[src/rtl/core/mrla_pkg.sv]
// mrla_pkg: types, sizes, microcode program and decode helpers for the
// min request limit arbiter; no dependencies, used by every file in rtl/core
`timescale 1ns / 1ps

package mrla_pkg;

	// sizes
	localparam int POLICIES    = 8;
	localparam int LIMIT_TYPES = 4;
	localparam int VALUE_BITS  = 32;
	localparam int KINDS       = 3;

	localparam int POL_W     = (POLICIES > 1) ? $clog2(POLICIES) : 1;
	localparam int TYPE_W    = (LIMIT_TYPES > 1) ? $clog2(LIMIT_TYPES) : 1;
	localparam int KIND_W    = 2;
	localparam int ADDR_W    = KIND_W + POL_W + TYPE_W;
	localparam int MEM_DEPTH = KINDS << (POL_W + TYPE_W);

	typedef enum logic [1:0] {
		MODE_COMMIT  = 2'd0,
		MODE_PREVIEW = 2'd1,
		MODE_REMOVE  = 2'd2,
		MODE_READ    = 2'd3
	} mode_t;

	typedef enum logic {
		ST_OK      = 1'b0,
		ST_NOT_SET = 1'b1
	} status_t;

	typedef struct packed {
		mode_t       mode;
		logic [1:0]  quantity_kind;
		logic [2:0]  requester;
		logic [1:0]  limit_type;
		logic [31:0] request_value;
	} req_t;

	typedef struct packed {
		logic [31:0] result_value;
		status_t     status;
	} rsp_t;

	// datapath actions, one per control word
	typedef enum logic [3:0] {
		ACT_NOP,
		ACT_SCAN_INIT_CP,
		ACT_SCAN_RD,
		ACT_CP_WRITE,
		ACT_EMIT_BEST,
		ACT_RM_INIT,
		ACT_RM_TAKE,
		ACT_CLR_WIN,
		ACT_SCAN_INIT_RM,
		ACT_WIN_IF_FOUND,
		ACT_TYPE_INC,
		ACT_KIND_INC,
		ACT_EMIT_ZERO,
		ACT_EMIT_READ
	} act_t;

	// next-step selection
	typedef enum logic [3:0] {
		C_NEXT,
		C_GOTO,
		C_DISPATCH,
		C_SCAN_LOOP,
		C_SKIP_NOT_HAD,
		C_SKIP_NONE_HAD,
		C_JUMP_KIND_HAS,
		C_LOOP_TYPES,
		C_LOOP_KINDS,
		C_EMIT
	} cond_t;

	typedef logic [4:0] upc_t;

	typedef struct packed {
		act_t  act;
		cond_t cond;
		upc_t  target;
	} ucw_t;

	// status from the datapath to the sequencer
	typedef struct packed {
		logic scan_last;
		logic had_cur;
		logic had_any;
		logic kind_has;
		logic type_last;
		logic kind_last;
	} dp_stat_t;

	// program labels
	localparam upc_t L_IDLE      = 5'd0;
	localparam upc_t L_CP_INIT   = 5'd1;
	localparam upc_t L_CP_SCAN   = 5'd2;
	localparam upc_t L_CP_DRAIN  = 5'd3;
	localparam upc_t L_CP_WRITE  = 5'd4;
	localparam upc_t L_EMIT_BEST = 5'd5;
	localparam upc_t L_RM_INIT   = 5'd6;
	localparam upc_t L_RM_KIND   = 5'd7;
	localparam upc_t L_RM_CHECK  = 5'd8;
	localparam upc_t L_RM_EMPTY  = 5'd9;
	localparam upc_t L_RM_CLRW   = 5'd10;
	localparam upc_t L_RM_TYPE   = 5'd11;
	localparam upc_t L_RM_SCAN   = 5'd12;
	localparam upc_t L_RM_DRAIN  = 5'd13;
	localparam upc_t L_RM_WIN    = 5'd14;
	localparam upc_t L_RM_TNEXT  = 5'd15;
	localparam upc_t L_RM_NKIND  = 5'd16;
	localparam upc_t L_EMIT_ZERO = 5'd17;
	localparam upc_t L_EMIT_READ = 5'd18;
	localparam upc_t L_LAST      = 5'd18;

	// control store
	function automatic ucw_t ucode_rom(input upc_t pc);
		ucw_t w;
		unique case (pc)
			L_IDLE:      w = '{ACT_NOP,          C_DISPATCH,      L_IDLE};
			L_CP_INIT:   w = '{ACT_SCAN_INIT_CP, C_NEXT,          L_IDLE};
			L_CP_SCAN:   w = '{ACT_SCAN_RD,      C_SCAN_LOOP,     L_IDLE};
			L_CP_DRAIN:  w = '{ACT_NOP,          C_NEXT,          L_IDLE};
			L_CP_WRITE:  w = '{ACT_CP_WRITE,     C_NEXT,          L_IDLE};
			L_EMIT_BEST: w = '{ACT_EMIT_BEST,    C_EMIT,          L_IDLE};
			L_RM_INIT:   w = '{ACT_RM_INIT,      C_NEXT,          L_IDLE};
			L_RM_KIND:   w = '{ACT_RM_TAKE,      C_NEXT,          L_IDLE};
			L_RM_CHECK:  w = '{ACT_NOP,          C_SKIP_NONE_HAD, L_RM_NKIND};
			L_RM_EMPTY:  w = '{ACT_NOP,          C_JUMP_KIND_HAS, L_RM_TYPE};
			L_RM_CLRW:   w = '{ACT_CLR_WIN,      C_GOTO,          L_RM_NKIND};
			L_RM_TYPE:   w = '{ACT_SCAN_INIT_RM, C_SKIP_NOT_HAD,  L_RM_TNEXT};
			L_RM_SCAN:   w = '{ACT_SCAN_RD,      C_SCAN_LOOP,     L_IDLE};
			L_RM_DRAIN:  w = '{ACT_NOP,          C_NEXT,          L_IDLE};
			L_RM_WIN:    w = '{ACT_WIN_IF_FOUND, C_NEXT,          L_IDLE};
			L_RM_TNEXT:  w = '{ACT_TYPE_INC,     C_LOOP_TYPES,    L_RM_TYPE};
			L_RM_NKIND:  w = '{ACT_KIND_INC,     C_LOOP_KINDS,    L_RM_KIND};
			L_EMIT_ZERO: w = '{ACT_EMIT_ZERO,    C_EMIT,          L_IDLE};
			L_EMIT_READ: w = '{ACT_EMIT_READ,    C_EMIT,          L_IDLE};
			default:     w = '{ACT_NOP,          C_GOTO,          L_IDLE};
		endcase
		return w;
	endfunction

	function automatic logic kind_ok(input req_t r);
		return int'(r.quantity_kind) < KINDS;
	endfunction

	function automatic logic type_ok(input req_t r);
		return int'(r.limit_type) < LIMIT_TYPES;
	endfunction

	function automatic logic who_ok(input req_t r);
		return int'(r.requester) < POLICIES;
	endfunction

	// entry point of the routine for a new beat
	function automatic upc_t dispatch(input req_t r);
		upc_t pc;
		unique case (r.mode)
			MODE_COMMIT, MODE_PREVIEW:
				pc = (kind_ok(r) && type_ok(r) && who_ok(r)) ? L_CP_INIT : L_EMIT_ZERO;
			MODE_REMOVE: pc = who_ok(r) ? L_RM_INIT : L_EMIT_ZERO;
			MODE_READ:   pc = L_EMIT_READ;
			default:     pc = L_EMIT_ZERO;
		endcase
		return pc;
	endfunction

endpackage

[src/rtl/core/min_request_limit_arbiter_core.sv]
// min_request_limit_arbiter_core: top level of the min request limit arbiter
// depends on mrla_pkg, mrla_sequencer, mrla_datapath
//
//  channel  signals                    beat
//  -------  -------------------------  --------------------------------------
//  req      req_valid req_ready req    mode, kind, requester, type, value
//  rsp      rsp_valid rsp_ready rsp    result_value, status
//
// one beat at a time; req_ready is high only while the sequencer sits in idle
// a read answers from the winner registers; commit/preview walk the request memory
// remove walks every kind, clearing the winners of a kind that it empties and walking
// the request memory again for each type that the requester held
// arst_n clears all present bits at once; no clearing pass is needed
// a held rsp beat stalls the sequencer at its emit step only
`timescale 1ns / 1ps

module min_request_limit_arbiter_core (
	input  logic           clk,
	input  logic           arst_n,
	input  logic           req_valid,
	output logic           req_ready,
	input  mrla_pkg::req_t req,
	output logic           rsp_valid,
	input  logic           rsp_ready,
	output mrla_pkg::rsp_t rsp
);

	mrla_pkg::ucw_t     ctl;
	mrla_pkg::dp_stat_t stat;
	mrla_pkg::rsp_t     rsp_next;
	mrla_pkg::upc_t     entry;
	logic               idle;
	logic               accept;
	logic               slot_free;
	logic               emit;
	logic               load;

	// output register
	logic               rsp_valid_q;
	mrla_pkg::rsp_t     rsp_q;

	assign req_ready = idle;
	assign accept    = req_valid && req_ready;
	assign entry     = mrla_pkg::dispatch(req);

	// result slot can take a new beat when empty or being drained this cycle
	assign slot_free = !rsp_valid_q || rsp_ready;
	assign emit      = ctl.act inside {mrla_pkg::ACT_EMIT_BEST, mrla_pkg::ACT_EMIT_ZERO,
	                                   mrla_pkg::ACT_EMIT_READ};
	assign load      = emit && slot_free;

	assign rsp_valid = rsp_valid_q;
	assign rsp       = rsp_q;

	// microcode step counter and jumps
	mrla_sequencer u_seq (
		.clk       (clk),
		.arst_n    (arst_n),
		.accept    (accept),
		.entry     (entry),
		.slot_free (slot_free),
		.stat      (stat),
		.ctl       (ctl),
		.idle      (idle)
	);

	// stores and min scan
	mrla_datapath u_dp (
		.clk      (clk),
		.arst_n   (arst_n),
		.accept   (accept),
		.req      (req),
		.ctl      (ctl),
		.stat     (stat),
		.rsp_next (rsp_next)
	);

	always_ff @(posedge clk or negedge arst_n) begin
		if (!arst_n) begin
			rsp_valid_q <= 1'b0;
		end else if (load) begin
			rsp_valid_q <= 1'b1;
		end else if (rsp_ready) begin
			rsp_valid_q <= 1'b0;
		end
	end

	always_ff @(posedge clk) begin
		if (load) begin
			rsp_q <= rsp_next;
		end
	end

endmodule

[src/rtl/core/mrla_sequencer.sv]
// mrla_sequencer: step counter and jump logic over the control store
// depends on mrla_pkg (control word, labels, datapath status)
`timescale 1ns / 1ps

module mrla_sequencer (
	input  logic                clk,
	input  logic                arst_n,
	input  logic                accept,
	input  mrla_pkg::upc_t      entry,
	input  logic                slot_free,
	input  mrla_pkg::dp_stat_t  stat,
	output mrla_pkg::ucw_t      ctl,
	output logic                idle
);

	mrla_pkg::upc_t upc_q;
	mrla_pkg::upc_t upc_next;
	mrla_pkg::upc_t upc_inc;

	assign ctl     = mrla_pkg::ucode_rom(upc_q);
	assign idle    = (upc_q == mrla_pkg::L_IDLE);
	assign upc_inc = mrla_pkg::upc_t'(upc_q + 1'b1);

	always_comb begin
		unique case (ctl.cond)
			mrla_pkg::C_NEXT:          upc_next = upc_inc;
			mrla_pkg::C_GOTO:          upc_next = ctl.target;
			mrla_pkg::C_DISPATCH:      upc_next = accept ? entry : upc_q;
			mrla_pkg::C_SCAN_LOOP:     upc_next = stat.scan_last ? upc_inc : upc_q;
			mrla_pkg::C_SKIP_NOT_HAD:  upc_next = stat.had_cur ? upc_inc : ctl.target;
			mrla_pkg::C_SKIP_NONE_HAD: upc_next = stat.had_any ? upc_inc : ctl.target;
			mrla_pkg::C_JUMP_KIND_HAS: upc_next = stat.kind_has ? ctl.target : upc_inc;
			mrla_pkg::C_LOOP_TYPES:    upc_next = stat.type_last ? upc_inc : ctl.target;
			mrla_pkg::C_LOOP_KINDS:    upc_next = stat.kind_last ? upc_inc : ctl.target;
			mrla_pkg::C_EMIT:          upc_next = slot_free ? ctl.target : upc_q;
			default:                   upc_next = mrla_pkg::L_IDLE;
		endcase
	end

	always_ff @(posedge clk or negedge arst_n) begin
		if (!arst_n) begin
			upc_q <= mrla_pkg::L_IDLE;
		end else begin
			upc_q <= upc_next;
		end
	end

	// step counter never leaves the program
	a_upc_in_program: assert property (@(posedge clk) disable iff (!arst_n)
		upc_q <= mrla_pkg::L_LAST)
		else $error("step counter outside program");

endmodule

[src/rtl/core/mrla_datapath.sv]
// mrla_datapath: request memory, present bits, winner registers and the
// running-minimum scan unit; depends on mrla_pkg
`timescale 1ns / 1ps

module mrla_datapath (
	input  logic               clk,
	input  logic               arst_n,
	input  logic               accept,
	input  mrla_pkg::req_t     req,
	input  mrla_pkg::ucw_t     ctl,
	output mrla_pkg::dp_stat_t stat,
	output mrla_pkg::rsp_t     rsp_next
);

	localparam int PW = mrla_pkg::POL_W;
	localparam int TW = mrla_pkg::TYPE_W;
	localparam int KW = mrla_pkg::KIND_W;
	localparam int VW = mrla_pkg::VALUE_BITS;
	localparam int AW = mrla_pkg::ADDR_W;
	localparam int NP = mrla_pkg::POLICIES;
	localparam int NT = mrla_pkg::LIMIT_TYPES;
	localparam int NK = mrla_pkg::KINDS;

	// captured beat
	mrla_pkg::mode_t mode_q;
	logic [KW-1:0]   kind_q;
	logic [PW-1:0]   who_q;
	logic [TW-1:0]   type_q;
	logic [VW-1:0]   val_q;
	logic            rd_ok_q;

	// scan unit
	logic [PW-1:0]   pol_q;
	logic [KW-1:0]   skind_q;
	logic [TW-1:0]   stype_q;
	logic            cand_q;
	logic            acc_vld_s1;
	logic            acc_cand_s1;
	logic [VW-1:0]   best_q;
	logic            found_q;
	logic [VW-1:0]   acc_val;
	logic            acc_take;

	// remove walk
	logic [KW-1:0]   kc_q;
	logic [TW-1:0]   tcur_q;
	logic [NT-1:0]   had_q;

	// stores
	logic [VW-1:0]   mem [mrla_pkg::MEM_DEPTH];
	logic [VW-1:0]   rd_q;
	logic [AW-1:0]   raddr;
	logic [AW-1:0]   waddr;
	logic [NK-1:0][NP-1:0][NT-1:0] present_q;
	logic [VW-1:0]   win_q [NK][NT];
	logic [NK-1:0][NT-1:0] win_present_q;

	logic            commit_wr;
	logic            scan_hit_who;

	assign raddr        = {skind_q, pol_q, stype_q};
	assign waddr        = {kind_q, who_q, type_q};
	assign commit_wr    = (ctl.act == mrla_pkg::ACT_CP_WRITE) &&
	                      (mode_q == mrla_pkg::MODE_COMMIT);
	assign scan_hit_who = cand_q && (pol_q == who_q);
	assign acc_val      = acc_cand_s1 ? val_q : rd_q;
	assign acc_take     = acc_vld_s1 && (!found_q || (acc_val < best_q));

	assign stat.scan_last = (pol_q == PW'(NP - 1));
	assign stat.had_cur   = had_q[tcur_q];
	assign stat.had_any   = |had_q;
	assign stat.kind_has  = |present_q[kc_q];
	assign stat.type_last = (tcur_q == TW'(NT - 1));
	assign stat.kind_last = (kc_q == KW'(NK - 1));

	always_comb begin
		unique case (ctl.act)
			mrla_pkg::ACT_EMIT_BEST: begin
				rsp_next.result_value = 32'(best_q);
				rsp_next.status       = mrla_pkg::ST_OK;
			end
			mrla_pkg::ACT_EMIT_READ: begin
				if (rd_ok_q && win_present_q[kind_q][type_q]) begin
					rsp_next.result_value = 32'(win_q[kind_q][type_q]);
					rsp_next.status       = mrla_pkg::ST_OK;
				end else begin
					rsp_next.result_value = '0;
					rsp_next.status       = mrla_pkg::ST_NOT_SET;
				end
			end
			default: begin
				rsp_next.result_value = '0;
				rsp_next.status       = mrla_pkg::ST_OK;
			end
		endcase
	end

	// beat capture
	always_ff @(posedge clk) begin
		if (accept) begin
			mode_q  <= req.mode;
			kind_q  <= req.quantity_kind;
			who_q   <= PW'(req.requester);
			type_q  <= TW'(req.limit_type);
			val_q   <= VW'(req.request_value);
			rd_ok_q <= mrla_pkg::kind_ok(req) && mrla_pkg::type_ok(req);
		end
	end

	// request memory, read data registered
	always_ff @(posedge clk) begin
		if (commit_wr) begin
			mem[waddr] <= val_q;
		end
		rd_q <= mem[raddr];
	end

	// scan control
	always_ff @(posedge clk or negedge arst_n) begin
		if (!arst_n) begin
			pol_q      <= '0;
			acc_vld_s1 <= 1'b0;
			found_q    <= 1'b0;
		end else begin
			acc_vld_s1 <= (ctl.act == mrla_pkg::ACT_SCAN_RD) &&
			              (present_q[skind_q][pol_q][stype_q] || scan_hit_who);
			if (ctl.act == mrla_pkg::ACT_SCAN_INIT_CP ||
			    ctl.act == mrla_pkg::ACT_SCAN_INIT_RM) begin
				pol_q   <= '0;
				found_q <= 1'b0;
			end else begin
				if (ctl.act == mrla_pkg::ACT_SCAN_RD) begin
					pol_q <= PW'(pol_q + 1'b1);
				end
				if (acc_take) begin
					found_q <= 1'b1;
				end
			end
		end
	end

	always_ff @(posedge clk) begin
		if (ctl.act == mrla_pkg::ACT_SCAN_INIT_CP) begin
			skind_q <= kind_q;
			stype_q <= type_q;
			cand_q  <= 1'b1;
		end else if (ctl.act == mrla_pkg::ACT_SCAN_INIT_RM) begin
			skind_q <= kc_q;
			stype_q <= tcur_q;
			cand_q  <= 1'b0;
		end
		acc_cand_s1 <= scan_hit_who;
		if (acc_take) begin
			best_q <= acc_val;
		end
	end

	// remove walk counters
	always_ff @(posedge clk or negedge arst_n) begin
		if (!arst_n) begin
			kc_q   <= '0;
			tcur_q <= '0;
			had_q  <= '0;
		end else begin
			unique case (ctl.act)
				mrla_pkg::ACT_RM_INIT:  kc_q <= '0;
				mrla_pkg::ACT_RM_TAKE: begin
					had_q  <= present_q[kc_q][who_q];
					tcur_q <= '0;
				end
				mrla_pkg::ACT_TYPE_INC: tcur_q <= TW'(tcur_q + 1'b1);
				mrla_pkg::ACT_KIND_INC: kc_q   <= KW'(kc_q + 1'b1);
				default: ;
			endcase
		end
	end

	// present bits
	always_ff @(posedge clk or negedge arst_n) begin
		if (!arst_n) begin
			present_q     <= '0;
			win_present_q <= '0;
		end else begin
			unique case (ctl.act)
				mrla_pkg::ACT_CP_WRITE: begin
					if (mode_q == mrla_pkg::MODE_COMMIT) begin
						present_q[kind_q][who_q][type_q] <= 1'b1;
						win_present_q[kind_q][type_q]    <= 1'b1;
					end
				end
				mrla_pkg::ACT_RM_TAKE: present_q[kc_q][who_q] <= '0;
				mrla_pkg::ACT_CLR_WIN: win_present_q[kc_q]    <= '0;
				mrla_pkg::ACT_WIN_IF_FOUND: begin
					if (found_q) begin
						win_present_q[skind_q][stype_q] <= 1'b1;
					end
				end
				default: ;
			endcase
		end
	end

	// winner values
	always_ff @(posedge clk) begin
		if (commit_wr) begin
			win_q[kind_q][type_q] <= best_q;
		end else if (ctl.act == mrla_pkg::ACT_WIN_IF_FOUND && found_q) begin
			win_q[skind_q][stype_q] <= best_q;
		end
	end

	// accumulate slot only follows a memory read step
	a_acc_after_read: assert property (@(posedge clk) disable iff (!arst_n)
		acc_vld_s1 |-> $past(ctl.act == mrla_pkg::ACT_SCAN_RD))
		else $error("scan accumulate without read");

	// commit and preview scans always see the candidate
	a_cp_found: assert property (@(posedge clk) disable iff (!arst_n)
		(ctl.act == mrla_pkg::ACT_CP_WRITE) |-> found_q)
		else $error("commit/preview minimum missing");

	// removal leaves nothing of the requester in the walked kind
	a_rm_cleared: assert property (@(posedge clk) disable iff (!arst_n)
		(ctl.act == mrla_pkg::ACT_RM_TAKE) |=> (present_q[kc_q][who_q] == '0))
		else $error("requester entries not cleared");

endmodule

[config.mk]
export PLATFORM = sky130hd
export DESIGN_NAME = min_request_limit_arbiter_core
export DESIGN_NICKNAME = d
export VERILOG_FILES = /design/src/rtl/core/mrla_pkg.sv /design/src/rtl/core/min_request_limit_arbiter_core.sv /design/src/rtl/core/mrla_sequencer.sv /design/src/rtl/core/mrla_datapath.sv
export SDC_FILE = /design/constraint.sdc
export NUM_CORES = 2
export LEC_CHECK = 0
export BUFFER_PORTS_ARGS = -buffer_cell sky130_fd_sc_hd__buf_2
export CORE_UTILIZATION = 60
export DETAILED_ROUTE_END_ITERATION = 12
export HOLD_SLACK_MARGIN = 0.08
export MAX_ROUTING_LAYER = met4
export PLACE_DENSITY_LB_ADDON = 0.2
export SYNTH_ARGS = -nofsm -noshare
export SYNTH_HDL_FRONTEND = slang
export SYNTH_SLANG_ARGS = --single-unit
[constraint.sdc]
create_clock -name clk -period 11.9 [get_ports clk]
set_input_delay 1.19 -clock clk [delete_from_list [all_inputs] [get_ports clk]]
set_output_delay 1.19 -clock clk [all_outputs]
set_load 0.05 [all_outputs]
==> impl_metrics.csv <==
group,metric,value,unit
timing,hold_viol_final,0,
floorplan,die_w,493,um
detailed_routing,wl_per_cell,36.0,um
clock_network,cts_setup_buffers,0,
final_layout,register_area,0.111,mm^2
placed_design,place.gp.congestion,0.906,
worst_hold_path,hold_class,"primary input to async pin",
timing,rsz0062_at_grt,"false",
synthesis,yosys_warnings,0,
final_layout,post-route-util,67.6,%
grt,grt_antenna_before_repair,23,
synthesis,synthFlopType,"edfxtp_1",
run,drv_cap,0,
setup_path,critPathCapture,"u_dp.rd_q[7]",
setup_path,reg2reg_to,"u_dp.rd_q[7]",
setup_path,rr_startpoint,"u_dp.stype_q[1]",
timing,fin_crit_sh,46.0,%
detailed_routing,drc_errors,0,
synthesis,syn_nets,6551,
synthesis,synth_seq_cells,3730,
floorplan,rows,180,
timing,fin_crit,5.47,ns
detailed_routing,drt-vias-per-instance,6.92,
floorplan,die-area,0.243,mm^2
setup_path,crit_fanout,129,
clock_network,clockBufferDepth,4,
floorplan,io_pins,80,
outcome,status,"completed",
detailed_routing,wirelength,370000,um
clock_network,clkLatencyLatePin,1.01,ns
placed_design,preCtsSetupSlack,6.46,ns
detailed_routing,dr.pass1.iters,6,
synthesis,synth_edf_count,3567,
power,p_per_area,229,mW/mm^2
setup_path,worst_ep_arrival_time,6.25,ns
setup_path,startpoint,"u_dp.stype_q[1]",
grt,grt_pass1_wl,524000,um
synthesis,synth_area,0.145,mm^2
floorplan,core_area,0.240,mm^2
placed_design,dpl.hpwl,199000,um
final_layout,fillerInstances,14400,
power,p_leak,51.1,nW
final_layout,drive_above_1_share,29.7,%
detailed_routing,vias,71100,
setup_path,rrSetupSlack,6.43,ns
grt,grt_max_degree,137,
placed_design,io_buffers,79,
clock_network,h-tree-depth,5,
synthesis,synth_cell_type_count,74,
clock_network,cts-root-buf,"clkbuf_16",
final_layout,syn_to_final_growth,12.1,%
clock_network,cts.sink_count,3730,
setup_path,critical_path_class,"register to register",
setup_path,reg2reg_depth,8,
power,ir_worst_vdd,0.000273,V
floorplan,initial_utilization,60.3,%
timing,clock_skew,0.0704,ns
timing,slew_headroom,13.1,%
timing,finalWorstSetupSlack,6.43,ns
final_layout,multi_input_area,0.0331,mm^2
setup_path,crit_required,12.68,ns
setup_path,cp-start-kind,"register",
timing,worst_pin_slew,1.30,ns
synthesis,syn_area_per_cell,22.4,um^2
setup_path,critPathCaptureType,"register",
timing,finalSetupTns,0,ns
clock_network,cts_made_buffers,379,
clock_network,post_cts_resized,0,
grt,grt.overflow.total,0,
grt,grt_pass1_vias,70800,
timing,maxSlewViolCount,0,
timing,setup-violations-final,0,
synthesis,netlist_instances,6460,
floorplan,fp.dieH,493,um
synthesis,synth_seq_area_share,76.6,%
detailed_routing,drt.antenna.violating_nets,0,
grt,grt_use_total,31.9,%
synthesis,synthArstFlopShare,3.40,%
detailed_routing,drt_iter0_drc,11000,
power,power,0.0372,W
clock_network,tritoncts,"built",
final_layout,nets,6874,
clock_network,clk_pin_slew,0.06,ns
timing,fmax,183,MHz
clock_network,postCtsHoldBufs,0,
-- where the power goes --
group / internal (W) / total, W / leakage, nW / switching, W
Combinational: 0.00426 / 0.0101 / 11.1 / 0.00585
Sequential: 0.0151 / 0.0155 / 34.1 / 0.000455
Clock: 0.00679 / 0.0116 / 5.88 / 0.00480
Total: 0.0261 / 0.0372 / 51.1 / 0.0111
-- worst min path at each step --
stage	start	end	cells after the start
global route	arst_n	u_dp.present_q[62]	1
global placement	u_dp.win_present_q[0]	u_dp.win_present_q[0]	1
floorplan	u_dp.cand_q	u_dp.acc_cand_s1	2
CTS	arst_n	u_dp.present_q[60]	1
finish	arst_n	u_dp.present_q[12]	1
detailed placement	u_dp.win_present_q[4]	u_dp.win_present_q[4]	1
-- kinds of logic after synthesis --
kind of cell             share of synthesized area (%)
AND/OR/NAND/NOR                                   1.87
multiplexers                                      18.3
adder cells (fa/ha/maj)                          0.397
AO/OA/AOI/OAI                                     1.70
XOR/XNOR                                        0.0302
flip-flops                                        76.6
buffers and inverters                             1.13
-- metrics by stage --
step	instances	instance area, um^2	hold WS (ns)
after floorplan	6460	145000	0.435
after global placement	9587	150000	0.464
after detailed placement	9587	150000	0.465
after CTS	10300	162000	0.195
after global routing	10300	162000	0.253
final	10300	162000	0.233
-- layout by cell type, fill, tap and decap left out, types with 39 or more instances in the layout --
cell / count
nor2_4: 115
edfxtp_1: 3567
clkbuf_1: 78
buf_4: 203
ha_1: 46
clkbuf_16: 382
nor2_1: 262
dfrtp_1: 123
buf_2: 78
mux2i_1: 138
bufinv_16: 39
o21ai_0: 70
clkinv_1: 66
mux4_2: 1096
a21oi_1: 200
nand2_1: 109
clkinv_2: 74
inv_1: 44
-- final cells by class --
class / instances / share of cell area [%]
inverters: 45 / 0.104
diodes: 16 / 0.0246
multi-input cells: 2336 / 20.4
flip-flops and latches: 3730 / 68.4
clock buffers: 472 / 6.17
clock inverters: 196 / 1.21
repair buffers: 291 / 1.30
well taps: 3185 / 2.45
-- worst max-delay path, stage by stage, from the launching register on --
cell,delay (ns)
edfxtp_1,0.74
buf_12,0.54
buf_4,0.87
buf_4,0.87
mux4_2,0.42
mux4_2,0.50
mux4_2,0.46
nor2_1,0.54
a21oi_1,0.11
-- Yosys cell counts (10+ instances only) --
library cell / instances / area share (%)
nor3_1: 16 / 0.055
nand4_1: 11 / 0.047
edfxtp_1: 3567 / 74
nand2_1: 109 / 0.28
nand3_1: 11 / 0.038
nor4_1: 10 / 0.043
clkbuf_1: 189 / 0.49
a31oi_1: 14 / 0.060
inv_1: 45 / 0.12
mux2i_1: 138 / 0.95
mux4_2: 1096 / 17
buf_1: 57 / 0.15
o2bb2ai_1: 36 / 0.22
a21oi_1: 200 / 0.69
a21o_1: 18 / 0.093
dfrtp_1: 127 / 2.2
o21ai_0: 70 / 0.24
buf_2: 96 / 0.33
dfxtp_1: 36 / 0.50
mux2_2: 36 / 0.28
nor2b_1: 16 / 0.069
nor2_1: 371 / 0.96
ha_1: 46 / 0.40
-- metal layers --
layer | global-route usage (%) | vias to the layer above | routed length, um
li1 | - | 27900 | -
met1 | 44.0 | 37900 | 137000
met2 | 47.8 | 4659 | 176000
met3 | 7.06 | 652 | 43000
met4 | 11.1 | 0 | 14300
met5 | - | - | 0
-- flip-flops by register name, indices dropped and copies added, names as in the netlist, 3 cells and up, named ones only --
name / count
u_dp.best_q: 32
u_seq.upc_q: 5
u_dp.pol_q: 3
rsp: 33
u_dp.who_q: 3
u_dp.val_q: 32
u_dp.rd_q: 32
u_dp.win_q: 384
u_dp.present_q: 96
u_dp.mem: 3072
u_dp.had_q: 4
u_dp.win_present_q: 12
Note: power is estimated with default switching activity, not from simulation.
